==> src/hdl/vpid_pkg.sv <==
package vpid_pkg;

  // Fraction bits of speeds, errors and gains
  localparam int FRAC_BITS = 8;

  // Datapath widths
  localparam int DIV_W  = 34;  // numerator / quotient of the serial divider
  localparam int MUL_AW = 17;  // multiplier operand a, signed
  localparam int MUL_BW = 34;  // multiplier operand b, signed
  localparam int PROD_W = MUL_AW + MUL_BW;
  localparam int PID_W  = 53;
  localparam int SUM_W  = PID_W + 1;

  localparam logic [5:0] DIV_STEPS_DERIV = 6'd34;
  localparam logic [5:0] DIV_STEPS_ACCEL = 6'd16;

  localparam logic signed [SUM_W-1:0] I32_MAX = {{(SUM_W-31){1'b0}}, {31{1'b1}}};
  localparam logic signed [SUM_W-1:0] I32_MIN = {{(SUM_W-31){1'b1}}, {31{1'b0}}};

  // Register reset values
  localparam logic [15:0] RST_GAIN_P     = 16'd128;
  localparam logic [15:0] RST_GAIN_I     = 16'd0;
  localparam logic [15:0] RST_GAIN_D     = 16'd0;
  localparam logic [14:0] RST_MAX_LINEAR = 15'd256;
  localparam logic [14:0] RST_MAX_TURN   = 15'd512;
  localparam logic [14:0] RST_MAX_ACCEL  = 15'd26;
  localparam logic [14:0] RST_MAX_DECEL  = 15'd26;
  localparam logic        RST_LIMIT_EN   = 1'b1;

  typedef struct packed {
    logic signed [15:0] target_speed;
    logic signed [15:0] target_turn;
    logic signed [15:0] measured_speed;
    logic [15:0]        time_step;
  } in_t;

  typedef struct packed {
    logic signed [15:0] linear_command;
    logic signed [15:0] angular_command;
    logic               saturated;
  } out_t;

  typedef enum logic [2:0] {
    REG_GAIN_P     = 3'd0,
    REG_GAIN_I     = 3'd1,
    REG_GAIN_D     = 3'd2,
    REG_MAX_LINEAR = 3'd3,
    REG_MAX_TURN   = 3'd4,
    REG_MAX_ACCEL  = 3'd5,
    REG_MAX_DECEL  = 3'd6,
    REG_LIMIT_EN   = 3'd7
  } cfg_idx_t;

  typedef enum logic [3:0] {
    ST_IDLE,
    ST_MUL_EDT,
    ST_UPD_SUM,
    ST_DIV_DERIV,
    ST_MUL_P,
    ST_MUL_I,
    ST_MUL_D,
    ST_ADD_PID,
    ST_UPD_DES,
    ST_ACC_DIFF,
    ST_ACC_CHK,
    ST_DIV_ACCEL,
    ST_ACC_CLAMP,
    ST_MUL_ACC,
    ST_LIN,
    ST_FIN
  } state_t;

  typedef struct packed {
    logic signed [31:0] val;
    logic               sat;
  } sat32_t;

  function automatic sat32_t sat32(input logic signed [SUM_W-1:0] v);
    sat32_t r;
    if (v > I32_MAX) begin
      r.val = I32_MAX[31:0];
      r.sat = 1'b1;
    end else if (v < I32_MIN) begin
      r.val = I32_MIN[31:0];
      r.sat = 1'b1;
    end else begin
      r.val = v[31:0];
      r.sat = 1'b0;
    end
    return r;
  endfunction

endpackage

==> src/hdl/velocity_pid_accel_limited.sv <==
// Sequence: one transaction at a time; in_ready is high only while the sequencer is idle.
//   Limiting off skips the acceleration steps; an out-of-range acceleration ratio is clamped
//   without running the 16-step acceleration divide. One 17x34 multiplier and one divider
//   (34-step derivative divide, 16-step acceleration divide) are shared across the steps.
// Reset (synchronous, rst_n low): registers to defaults, error_sum, previous error and
//   desired speed to zero, sequencer idle, no result pending.
module velocity_pid_accel_limited (
  input  logic                clk,
  input  logic                rst_n,
  input  logic                in_valid,
  output logic                in_ready,
  input  vpid_pkg::in_t       in_data,
  output logic                out_valid,
  input  logic                out_ready,
  output vpid_pkg::out_t      out_data,
  input  logic                cfg_we,
  input  logic [2:0]          cfg_index,
  input  logic [15:0]         cfg_wdata
);
  import vpid_pkg::*;

  // configuration
  logic [15:0] gain_p_r, gain_i_r, gain_d_r;
  logic [14:0] max_lin_r, max_turn_r, max_acc_r, max_dec_r;
  logic        limit_en_r;

  // sequencer and state
  state_t             state_r, state_nxt;
  logic               out_valid_r, out_valid_nxt;
  out_t               out_r, out_nxt;
  logic signed [31:0] err_sum_r, err_sum_nxt;
  logic signed [16:0] prev_err_r, prev_err_nxt;
  logic signed [31:0] des_r, des_nxt;

  // per-transaction datapath
  logic signed [16:0]        err_r, err_nxt;
  logic signed [15:0]        turn_r, turn_nxt;
  logic signed [15:0]        meas_r, meas_nxt;
  logic [15:0]               dt_r, dt_nxt;
  logic                      sat_r, sat_nxt;
  logic signed [PROD_W-1:0]  prod_r, prod_nxt;
  logic signed [PID_W-1:0]   pid_r, pid_nxt;
  logic [15:0]               rem_r, rem_nxt;
  logic [DIV_W-1:0]          quo_r, quo_nxt;
  logic [DIV_W-1:0]          num_r, num_nxt;
  logic [5:0]                cnt_r, cnt_nxt;
  logic                      div_neg_r, div_neg_nxt;
  logic signed [33:0]        diff_r, diff_nxt;
  logic signed [16:0]        acc_r, acc_nxt;
  logic signed [33:0]        lin_r, lin_nxt;

  // combinational helpers
  logic signed [MUL_AW-1:0]  mul_a;
  logic signed [MUL_BW-1:0]  mul_b;
  logic signed [PROD_W-1:0]  mul_p;
  logic signed [16:0]        tgt_ext, tgt_abs, turn_ext, turn_lim;
  logic signed [17:0]        err_raw;
  logic signed [16:0]        err_in;
  logic                      err_in_sat;
  logic signed [17:0]        ediff;
  logic [17:0]               ediff_mag;
  logic [16:0]               rem_sh;
  logic                      div_ge;
  logic signed [MUL_BW-1:0]  deriv;
  logic [33:0]               diff_mag;
  logic signed [16:0]        acc_q, acc_hi, acc_lo;
  logic signed [33:0]        lin_cap, cap_ext;
  logic signed [15:0]        lin_out;
  logic                      lin_sat;
  sat32_t                    sat_res;

  assign in_ready  = (state_r == ST_IDLE);
  assign out_valid = out_valid_r;
  assign out_data  = out_r;

  assign mul_p = mul_a * mul_b;

  // error at acceptance: |target| - measured, saturated to 17 bits
  always_comb begin
    tgt_ext = 17'(in_data.target_speed);
    tgt_abs = (tgt_ext < 0) ? -tgt_ext : tgt_ext;
    err_raw = 18'(tgt_abs) - 18'(in_data.measured_speed);
    if (err_raw > 18'sd65535) begin
      err_in     = 17'sh0FFFF;
      err_in_sat = 1'b1;
    end else if (err_raw < -18'sd65536) begin
      err_in     = 17'sh10000;
      err_in_sat = 1'b1;
    end else begin
      err_in     = err_raw[16:0];
      err_in_sat = 1'b0;
    end
    turn_ext = 17'(in_data.target_turn);
    if (turn_ext > $signed({2'b00, max_turn_r})) begin
      turn_lim = $signed({2'b00, max_turn_r});
    end else if (turn_ext < -$signed({2'b00, max_turn_r})) begin
      turn_lim = -$signed({2'b00, max_turn_r});
    end else begin
      turn_lim = turn_ext;
    end
  end

  // shared restoring divider step, divisor is dt
  always_comb begin
    rem_sh = {rem_r, num_r[DIV_W-1]};
    div_ge = (rem_sh >= {1'b0, dt_r});
    ediff     = 18'(err_r) - 18'(prev_err_r);
    ediff_mag = ediff[17] ? 18'(-ediff) : 18'(ediff);
    deriv     = div_neg_r ? -$signed(quo_r) : $signed(quo_r);
    diff_mag  = diff_r[33] ? 34'(-diff_r) : 34'(diff_r);
    acc_q     = div_neg_r ? -$signed({2'b00, quo_r[14:0]}) : $signed({2'b00, quo_r[14:0]});
    acc_hi    = $signed({2'b00, max_acc_r});
    acc_lo    = -$signed({2'b00, max_dec_r});
  end

  // output cap then 16-bit saturation
  always_comb begin
    cap_ext = $signed({19'b0, max_lin_r});
    lin_cap = (lin_r > cap_ext) ? cap_ext : lin_r;
    if (lin_cap < -34'sd32768) begin
      lin_out = 16'sh8000;
      lin_sat = 1'b1;
    end else begin
      lin_out = lin_cap[15:0];
      lin_sat = 1'b0;
    end
  end

  always_comb begin
    state_nxt     = state_r;
    out_valid_nxt = out_valid_r;
    out_nxt       = out_r;
    err_sum_nxt   = err_sum_r;
    prev_err_nxt  = prev_err_r;
    des_nxt       = des_r;
    err_nxt       = err_r;
    turn_nxt      = turn_r;
    meas_nxt      = meas_r;
    dt_nxt        = dt_r;
    sat_nxt       = sat_r;
    prod_nxt      = prod_r;
    pid_nxt       = pid_r;
    rem_nxt       = rem_r;
    quo_nxt       = quo_r;
    num_nxt       = num_r;
    cnt_nxt       = cnt_r;
    div_neg_nxt   = div_neg_r;
    diff_nxt      = diff_r;
    acc_nxt       = acc_r;
    lin_nxt       = lin_r;
    mul_a         = '0;
    mul_b         = '0;
    sat_res       = '0;

    if (out_valid_r && out_ready) begin
      out_valid_nxt = 1'b0;
    end

    unique case (state_r)
      ST_IDLE: begin
        if (in_valid) begin
          err_nxt   = err_in;
          sat_nxt   = err_in_sat;
          turn_nxt  = turn_lim[15:0];
          meas_nxt  = in_data.measured_speed;
          dt_nxt    = (in_data.time_step == 16'd0) ? 16'd1 : in_data.time_step;
          state_nxt = ST_MUL_EDT;
        end
      end
      ST_MUL_EDT: begin
        mul_a     = err_r;
        mul_b     = MUL_BW'({1'b0, dt_r});
        prod_nxt  = mul_p;
        state_nxt = ST_UPD_SUM;
      end
      ST_UPD_SUM: begin
        sat_res      = sat32(SUM_W'(err_sum_r) + SUM_W'(prod_r >>> 16));
        err_sum_nxt  = sat_res.val;
        sat_nxt      = sat_r | sat_res.sat;
        prev_err_nxt = err_r;
        div_neg_nxt  = ediff[17];
        rem_nxt      = '0;
        num_nxt      = {ediff_mag, 16'b0};
        quo_nxt      = '0;
        cnt_nxt      = DIV_STEPS_DERIV;
        state_nxt    = ST_DIV_DERIV;
      end
      ST_DIV_DERIV, ST_DIV_ACCEL: begin
        rem_nxt = div_ge ? 16'(rem_sh - {1'b0, dt_r}) : rem_sh[15:0];
        quo_nxt = {quo_r[DIV_W-2:0], div_ge};
        num_nxt = {num_r[DIV_W-2:0], 1'b0};
        cnt_nxt = cnt_r - 6'd1;
        if (cnt_r == 6'd1) begin
          state_nxt = (state_r == ST_DIV_DERIV) ? ST_MUL_P : ST_ACC_CLAMP;
        end
      end
      ST_MUL_P: begin
        mul_a     = $signed({1'b0, gain_p_r});
        mul_b     = MUL_BW'(err_r);
        prod_nxt  = mul_p;
        state_nxt = ST_MUL_I;
      end
      ST_MUL_I: begin
        pid_nxt   = PID_W'(prod_r);
        mul_a     = $signed({1'b0, gain_i_r});
        mul_b     = MUL_BW'(err_sum_r);
        prod_nxt  = mul_p;
        state_nxt = ST_MUL_D;
      end
      ST_MUL_D: begin
        pid_nxt   = pid_r + PID_W'(prod_r);
        mul_a     = $signed({1'b0, gain_d_r});
        mul_b     = deriv;
        prod_nxt  = mul_p;
        state_nxt = ST_ADD_PID;
      end
      ST_ADD_PID: begin
        pid_nxt   = pid_r + PID_W'(prod_r);
        state_nxt = ST_UPD_DES;
      end
      ST_UPD_DES: begin
        sat_res   = sat32(SUM_W'(des_r) + SUM_W'(pid_r >>> FRAC_BITS));
        des_nxt   = sat_res.val;
        sat_nxt   = sat_r | sat_res.sat;
        state_nxt = ST_ACC_DIFF;
      end
      ST_ACC_DIFF: begin
        if (limit_en_r) begin
          diff_nxt  = 34'(des_r) - 34'(meas_r);
          state_nxt = ST_ACC_CHK;
        end else begin
          lin_nxt   = 34'(des_r);
          state_nxt = ST_FIN;
        end
      end
      ST_ACC_CHK: begin
        div_neg_nxt = diff_r[33];
        // quotient reaches 2^15 exactly when 2*|diff| >= dt: clamp right away
        if ({diff_mag, 1'b0} >= 35'(dt_r)) begin
          acc_nxt   = diff_r[33] ? acc_lo : acc_hi;
          state_nxt = ST_MUL_ACC;
        end else begin
          rem_nxt   = diff_mag[15:0];
          num_nxt   = '0;
          quo_nxt   = '0;
          cnt_nxt   = DIV_STEPS_ACCEL;
          state_nxt = ST_DIV_ACCEL;
        end
      end
      ST_ACC_CLAMP: begin
        if (acc_q > acc_hi) begin
          acc_nxt = acc_hi;
        end else if (acc_q < acc_lo) begin
          acc_nxt = acc_lo;
        end else begin
          acc_nxt = acc_q;
        end
        state_nxt = ST_MUL_ACC;
      end
      ST_MUL_ACC: begin
        mul_a     = acc_r;
        mul_b     = MUL_BW'({1'b0, dt_r});
        prod_nxt  = mul_p;
        state_nxt = ST_LIN;
      end
      ST_LIN: begin
        lin_nxt   = 34'(meas_r) + 34'(prod_r >>> 16);
        state_nxt = ST_FIN;
      end
      ST_FIN: begin
        if (!out_valid_r || out_ready) begin
          out_nxt.linear_command  = lin_out;
          out_nxt.angular_command = turn_r;
          out_nxt.saturated       = sat_r | lin_sat;
          out_valid_nxt           = 1'b1;
          state_nxt               = ST_IDLE;
        end
      end
      default: begin
        state_nxt = ST_IDLE;
      end
    endcase
  end

  always_ff @(posedge clk) begin
    if (!rst_n) begin
      state_r     <= ST_IDLE;
      out_valid_r <= 1'b0;
      err_sum_r   <= '0;
      prev_err_r  <= '0;
      des_r       <= '0;
    end else begin
      state_r     <= state_nxt;
      out_valid_r <= out_valid_nxt;
      err_sum_r   <= err_sum_nxt;
      prev_err_r  <= prev_err_nxt;
      des_r       <= des_nxt;
    end
  end

  always_ff @(posedge clk) begin
    out_r     <= out_nxt;
    err_r     <= err_nxt;
    turn_r    <= turn_nxt;
    meas_r    <= meas_nxt;
    dt_r      <= dt_nxt;
    sat_r     <= sat_nxt;
    prod_r    <= prod_nxt;
    pid_r     <= pid_nxt;
    rem_r     <= rem_nxt;
    quo_r     <= quo_nxt;
    num_r     <= num_nxt;
    cnt_r     <= cnt_nxt;
    div_neg_r <= div_neg_nxt;
    diff_r    <= diff_nxt;
    acc_r     <= acc_nxt;
    lin_r     <= lin_nxt;
  end

  always_ff @(posedge clk) begin
    if (!rst_n) begin
      gain_p_r   <= RST_GAIN_P;
      gain_i_r   <= RST_GAIN_I;
      gain_d_r   <= RST_GAIN_D;
      max_lin_r  <= RST_MAX_LINEAR;
      max_turn_r <= RST_MAX_TURN;
      max_acc_r  <= RST_MAX_ACCEL;
      max_dec_r  <= RST_MAX_DECEL;
      limit_en_r <= RST_LIMIT_EN;
    end else if (cfg_we) begin
      unique case (cfg_idx_t'(cfg_index))
        REG_GAIN_P:     gain_p_r   <= cfg_wdata;
        REG_GAIN_I:     gain_i_r   <= cfg_wdata;
        REG_GAIN_D:     gain_d_r   <= cfg_wdata;
        REG_MAX_LINEAR: max_lin_r  <= cfg_wdata[14:0];
        REG_MAX_TURN:   max_turn_r <= cfg_wdata[14:0];
        REG_MAX_ACCEL:  max_acc_r  <= cfg_wdata[14:0];
        REG_MAX_DECEL:  max_dec_r  <= cfg_wdata[14:0];
        REG_LIMIT_EN:   limit_en_r <= cfg_wdata[0];
        default: begin
        end
      endcase
    end
  end

  // divider remainder stays below the divisor
  a_rem_below_dt: assert property (@(posedge clk) disable iff (!rst_n)
    (state_r == ST_DIV_DERIV || state_r == ST_DIV_ACCEL) |-> ({1'b0, rem_r} < {1'b0, dt_r}))
    else $error("divider remainder not below time step");

  // zero time step was replaced by one
  a_dt_nonzero: assert property (@(posedge clk) disable iff (!rst_n)
    (in_valid && in_ready) |=> (dt_r != 16'd0))
    else $error("time step of zero reached the datapath");

  // acceleration inside its clamp before scaling by dt
  a_acc_clamped: assert property (@(posedge clk) disable iff (!rst_n)
    (state_r == ST_MUL_ACC) |-> (acc_r <= acc_hi && acc_r >= acc_lo))
    else $error("acceleration outside clamp");

  // a delivered linear command never exceeds the cap
  a_lin_capped: assert property (@(posedge clk) disable iff (!rst_n)
    $rose(out_valid_r) |-> (17'(out_r.linear_command) <= $signed({2'b00, max_lin_r})))
    else $error("linear command above cap");

endmodule

==> config.mk <==
export PLATFORM = sky130hd
export DESIGN_NAME = velocity_pid_accel_limited
export DESIGN_NICKNAME = d
export VERILOG_FILES = /design/src/hdl/vpid_pkg.sv /design/src/hdl/velocity_pid_accel_limited.sv
export SDC_FILE = /design/constraint.sdc
export NUM_CORES = 2
export LEC_CHECK = 0
export ABC_AREA = 1
export BUFFER_PORTS_ARGS = -buffer_cell sky130_fd_sc_hd__buf_4
export CORE_MARGIN = 8
export CORE_UTILIZATION = 50
export CTS_CLUSTER_DIAMETER = 80
export CTS_CLUSTER_SIZE = 14
export DETAILED_ROUTE_END_ITERATION = 8
export GPL_ROUTABILITY_DRIVEN = 0
export PLACE_DENSITY = 0.66
export SYNTH_ARGS = -nofsm -noshare
export SYNTH_HDL_FRONTEND = slang
export SYNTH_SLANG_ARGS = --single-unit
export TNS_END_PERCENT = 10
==> constraint.sdc <==
create_clock -name clk -period 9.2 [get_ports clk]
set_clock_uncertainty 0.1 [all_clocks]
set_input_delay 0.46 -clock clk [delete_from_list [all_inputs] [get_ports clk]]
set_output_delay 0.46 -clock clk [all_outputs]
set_load 0.01 [all_outputs]
==> results.txt <==
The initial core utilization came out at 0.5014. The final core utilization came out at 0.5394. The areal power density over the cells is 189.2 nW/um^2. The maximum clock frequency came out at roughly 110 MHz.

The worst hold path passes through 3 cells. The sort of element at the start of the critical path is a flip-flop. In this run the cell area of the synthesized design comes to between 60,000 and 70,000 sq um. The synthesis warning total is 0. Synthesis produced 8,361 cells. Of all nets on the critical path, the largest fanout is 15. The area share of the leading cell type in the synthesized netlist came out at 0.1787. The average wire per standard cell is approximately 21 microns.

Row generation in the floorplan step produced 130 rows. The number of top-level pins came out at 123. In this design, the largest share of critical-path delay is due to adder cells. After detailed routing, the total wire length is roughly 210,000 microns. The placement-stage cell area is approximately 65,000 sq um. The number of distinct standard cells referenced by the synthesized netlist is a little over 60. The first global-routing pass estimated 320,200 microns of wire. The number of buffers added by the clock tree synthesis step is 51. The per-instance average area after synthesis came out at between 7 and 8 sq um.

For the pin with the worst max-slew slack, the measured transition is 1.155 ns. The count of final setup violators came out at 0. The finished cells cover 67,470 sq um.

The worst register-to-register path begins at state_r[1]. The first-pass detailed-route iteration total came out at 7. The sequential fraction of the synthesis area is 0.2356.

The setup TNS came out at 0 ns. The number of enable flip-flop cells after synthesis is 362. The layout cell share with drive strength beyond 1 is 0.05694. The number of nets with antenna violations after routing came out at 0. Before CTS, the worst setup slack after placement is 0.3425 ns. The total grt overflow came out at 0. In the synthesized netlist the dominant register cell turns out to be edfxtp_1. The arrival time at the worst endpoint came out at 9.00 ns.

The count of buffers from port buffering came out at roughly 120. The cell with the most instances on the worst path is inv_1. Setup repair after global routing left no endpoint under its margin. The biggest cell delay along the critical path came out at 0.76 ns. The clock latency of the later-clocked register in the worst-skew pair came out at between 0.6 and 0.7 ns. The worst min-delay path endpoint is turn_r[14].

Synthesis inferred 557 register bits. The clock tree from TritonCTS is done. The core region is about 130,000 sq um. In this run the most critical hold path is launched from in_data[46].

For this design, the slowest cell found on the critical path is a221oi_1. In this run the critical register-to-register path is captured at prod_r[49]. The iteration-0 DRC count of the detailed router came out at approximately 5,900. The routed layout has approximately 57,000 vias.

The overall fraction of global-route tracks in use came out at 0.2983. In the post-route analysis, the smallest setup slack over all paths is around 0.5 ns. The leakage dissipation came out at around 33 nW. Final hold analysis gives a worst-case slack of slightly below 0.04 ns.

In the routed design, unresolved DRC markers number 0. After the last flow step, the layout net total stands at roughly 9,600. The element type at the critical path end is a flip-flop.

The path class of the tightest hold or removal check is in2reg. The switching part of the total came out at 0.4860. The clock drives 557 sinks.

The height of the die is 370.2 microns. The initial antenna violation count is 7. VDD sags by at most roughly 0.15 mV.

The data required time at the worst endpoint is around 9.5 ns. The number of failing hold endpoints at the final stage is 0. The maximum level of the CTS H-tree came out at 2. The die span in x came out at 370.2 microns. The clock share of power is 0.169. The number of max-slew violations in the final report came out at 0. The final critical delay including setup and external delays is 8.701 ns. Ranked by total cell area, the synthesized netlist is headed by fa_1 (18%), edfxtp_1 (17%), nand2_1 (11%), ha_1 (9.3%), inv_1 (8.6%).

For this run, asynchronously set or reset flops after synthesis account for 0. The worst register-to-register path has a depth of 32. The critical path buffer and inverter count came out at 9. For flop-to-flop paths, the worst setup slack is 0.50 ns. The synthesized design spends more area on one cell type than any other, namely fa_1. The critical path is of the reg2reg type. The switching power total came out at roughly 6.2 mW. The detail-routed via count per cell came out at around 5.7. Synthesis produced a netlist with a net count of roughly 9,500. The library cell used most frequently in the layout, excluding fill and tap cells, is nand2_1. The die covers 137,000 sq um.

Clock tree synthesis selected as its root buffer the cell clkbuf_16. The cell count after placement is approximately 10,000. In this run the deepest clock path goes through 3 buffers. The count of non-filler cells in the finished layout came out at between 10,000 and 15,000. Once detailed placement completed, the half-perimeter wirelength came to ~170,000 microns. The internal power is between 6 and 7 mW.

The run finished with clean final reports. The area added between synthesis and finish came out at 7.567%. After clock tree synthesis, the clock-pin slew on the worst setup and hold paths is roughly 0.07 ns.

The pin count of the biggest net entering global routing came out at between 100 and 150. The via count of the first global-routing pass came out at roughly 56,000. The final cycle utilization of the critical path is 0.9457. The part of the total power dissipated in sequential elements came out at 0.292. The worst-case headroom to the max-slew limit is 0.2289. The max-capacitance violation count is 0.

The logic gate share of total power is 0.539. The library cells used most frequently in the layout, excluding fill and tap cells, are nand2_1 (1,783), inv_1 (1,429), nor2_1 (982). The total power came out at 12.76 mW.
-- cell type report --
class,count,area (sq um)
Clock buffer,78,1388
Inverter,1492,5604
Timing Repair Buffer,250,1987
Clock inverter,17,198.9
Fill cell,11930,57620
Multi-Input combinational cell,6089,41450
Sequential cell,557,14770
Tap cell,1650,2064
Antenna cell,1,2.502
-- worst max-delay path by stage --
stage                     startpoint          to  slack, ns  depth (start not counted)
final                     state_r[1]  prod_r[49]       0.50                         32
after global routing        quo_r[0]  prod_r[48]      0.003                         35
after CTS                 state_r[2]  prod_r[48]       0.25                         29
after detailed placement  state_r[2]  prod_r[50]       0.34                         27
after global placement    state_r[2]  prod_r[50]       0.37                         28
after floorplan             quo_r[3]  prod_r[50]       1.81                         30
-- Yosys cell counts, types with 23 or more instances --
master / instances
o21bai_1: 33
nand3_1: 242
o211ai_1: 59
ha_1: 465
nand4_1: 67
dfxtp_1: 195
xor2_1: 179
inv_1: 1432
fa_1: 560
xnor2_1: 121
and2_1: 26
a221oi_1: 24
clkbuf_1: 145
a21o_1: 24
nor2_1: 992
nor3_1: 75
nand2_1: 1784
edfxtp_1: 362
inv_2: 42
or2_2: 27
o22ai_1: 25
a21oi_2: 31
nand3b_1: 25
o21ai_0: 520
buf_2: 58
a31oi_1: 53
nand2_2: 23
a21oi_1: 524
nor2_2: 32
nor4_1: 32
-- registers in the layout (all words and copies together), names as in the netlist, 17 cells and up --
name	count
acc_r	17
des_r	32
diff_r	33
err_r	17
err_sum_r	32
lin_r	34
num_r	18
out_data	33
pid_r	53
prev_err_r	17
prod_r	51
quo_r	34
-- logic make-up after synthesis --
logic type                 Yosys count  share of synthesized area
adders and majority gates         1025                     0.2715
AOI/OAI and AO/OA                 1403                     0.1260
xor gates and xnor gates           300                    0.04189
other                                1                 0.00005979
buffers and inverters             1715                     0.1051
DFF                                557                     0.2356
and+or+nand+nor                   3360                     0.2198
-- tightest hold or removal path, stage by stage --
cell,delay [ns]
buf_4,0.10
o211ai_1,0.09
o21ai_0,0.07
-- layer usage --
metal	wire, microns	global-route usage	vias up	part of all wire
li1	-	-	26860	-
met1	83490	0.3912	27160	0.40
met2	92470	0.4799	2688	0.44
met3	20680	0.05448	588	0.099
met4	11560	0.1364	2	0.055
met5	13	0	-	0.000062
-- what timing repair did --
action | in CTS | in global routing
endpoints found under the hold margin | 36 | 0
setup buffers | 0 | 4
endpoints found under the setup margin | 0 | 12
resized for setup | 0 | 5
hold buffers | 34 | 0
-- power groups by stage --
stage / logic, mW / registers (mW) / clock network (mW)
final: 6.88 / 3.72 / 2.16
after global routing: 7.65 / 3.73 / 2.28
after CTS: 6.76 / 3.70 / 2.19
after detailed placement: 6.69 / 3.75 / 0
after global placement: 6.60 / 3.75 / 0
after floorplan: 4.86 / 3.48 / 0
Power figures use the tool's default switching activity.
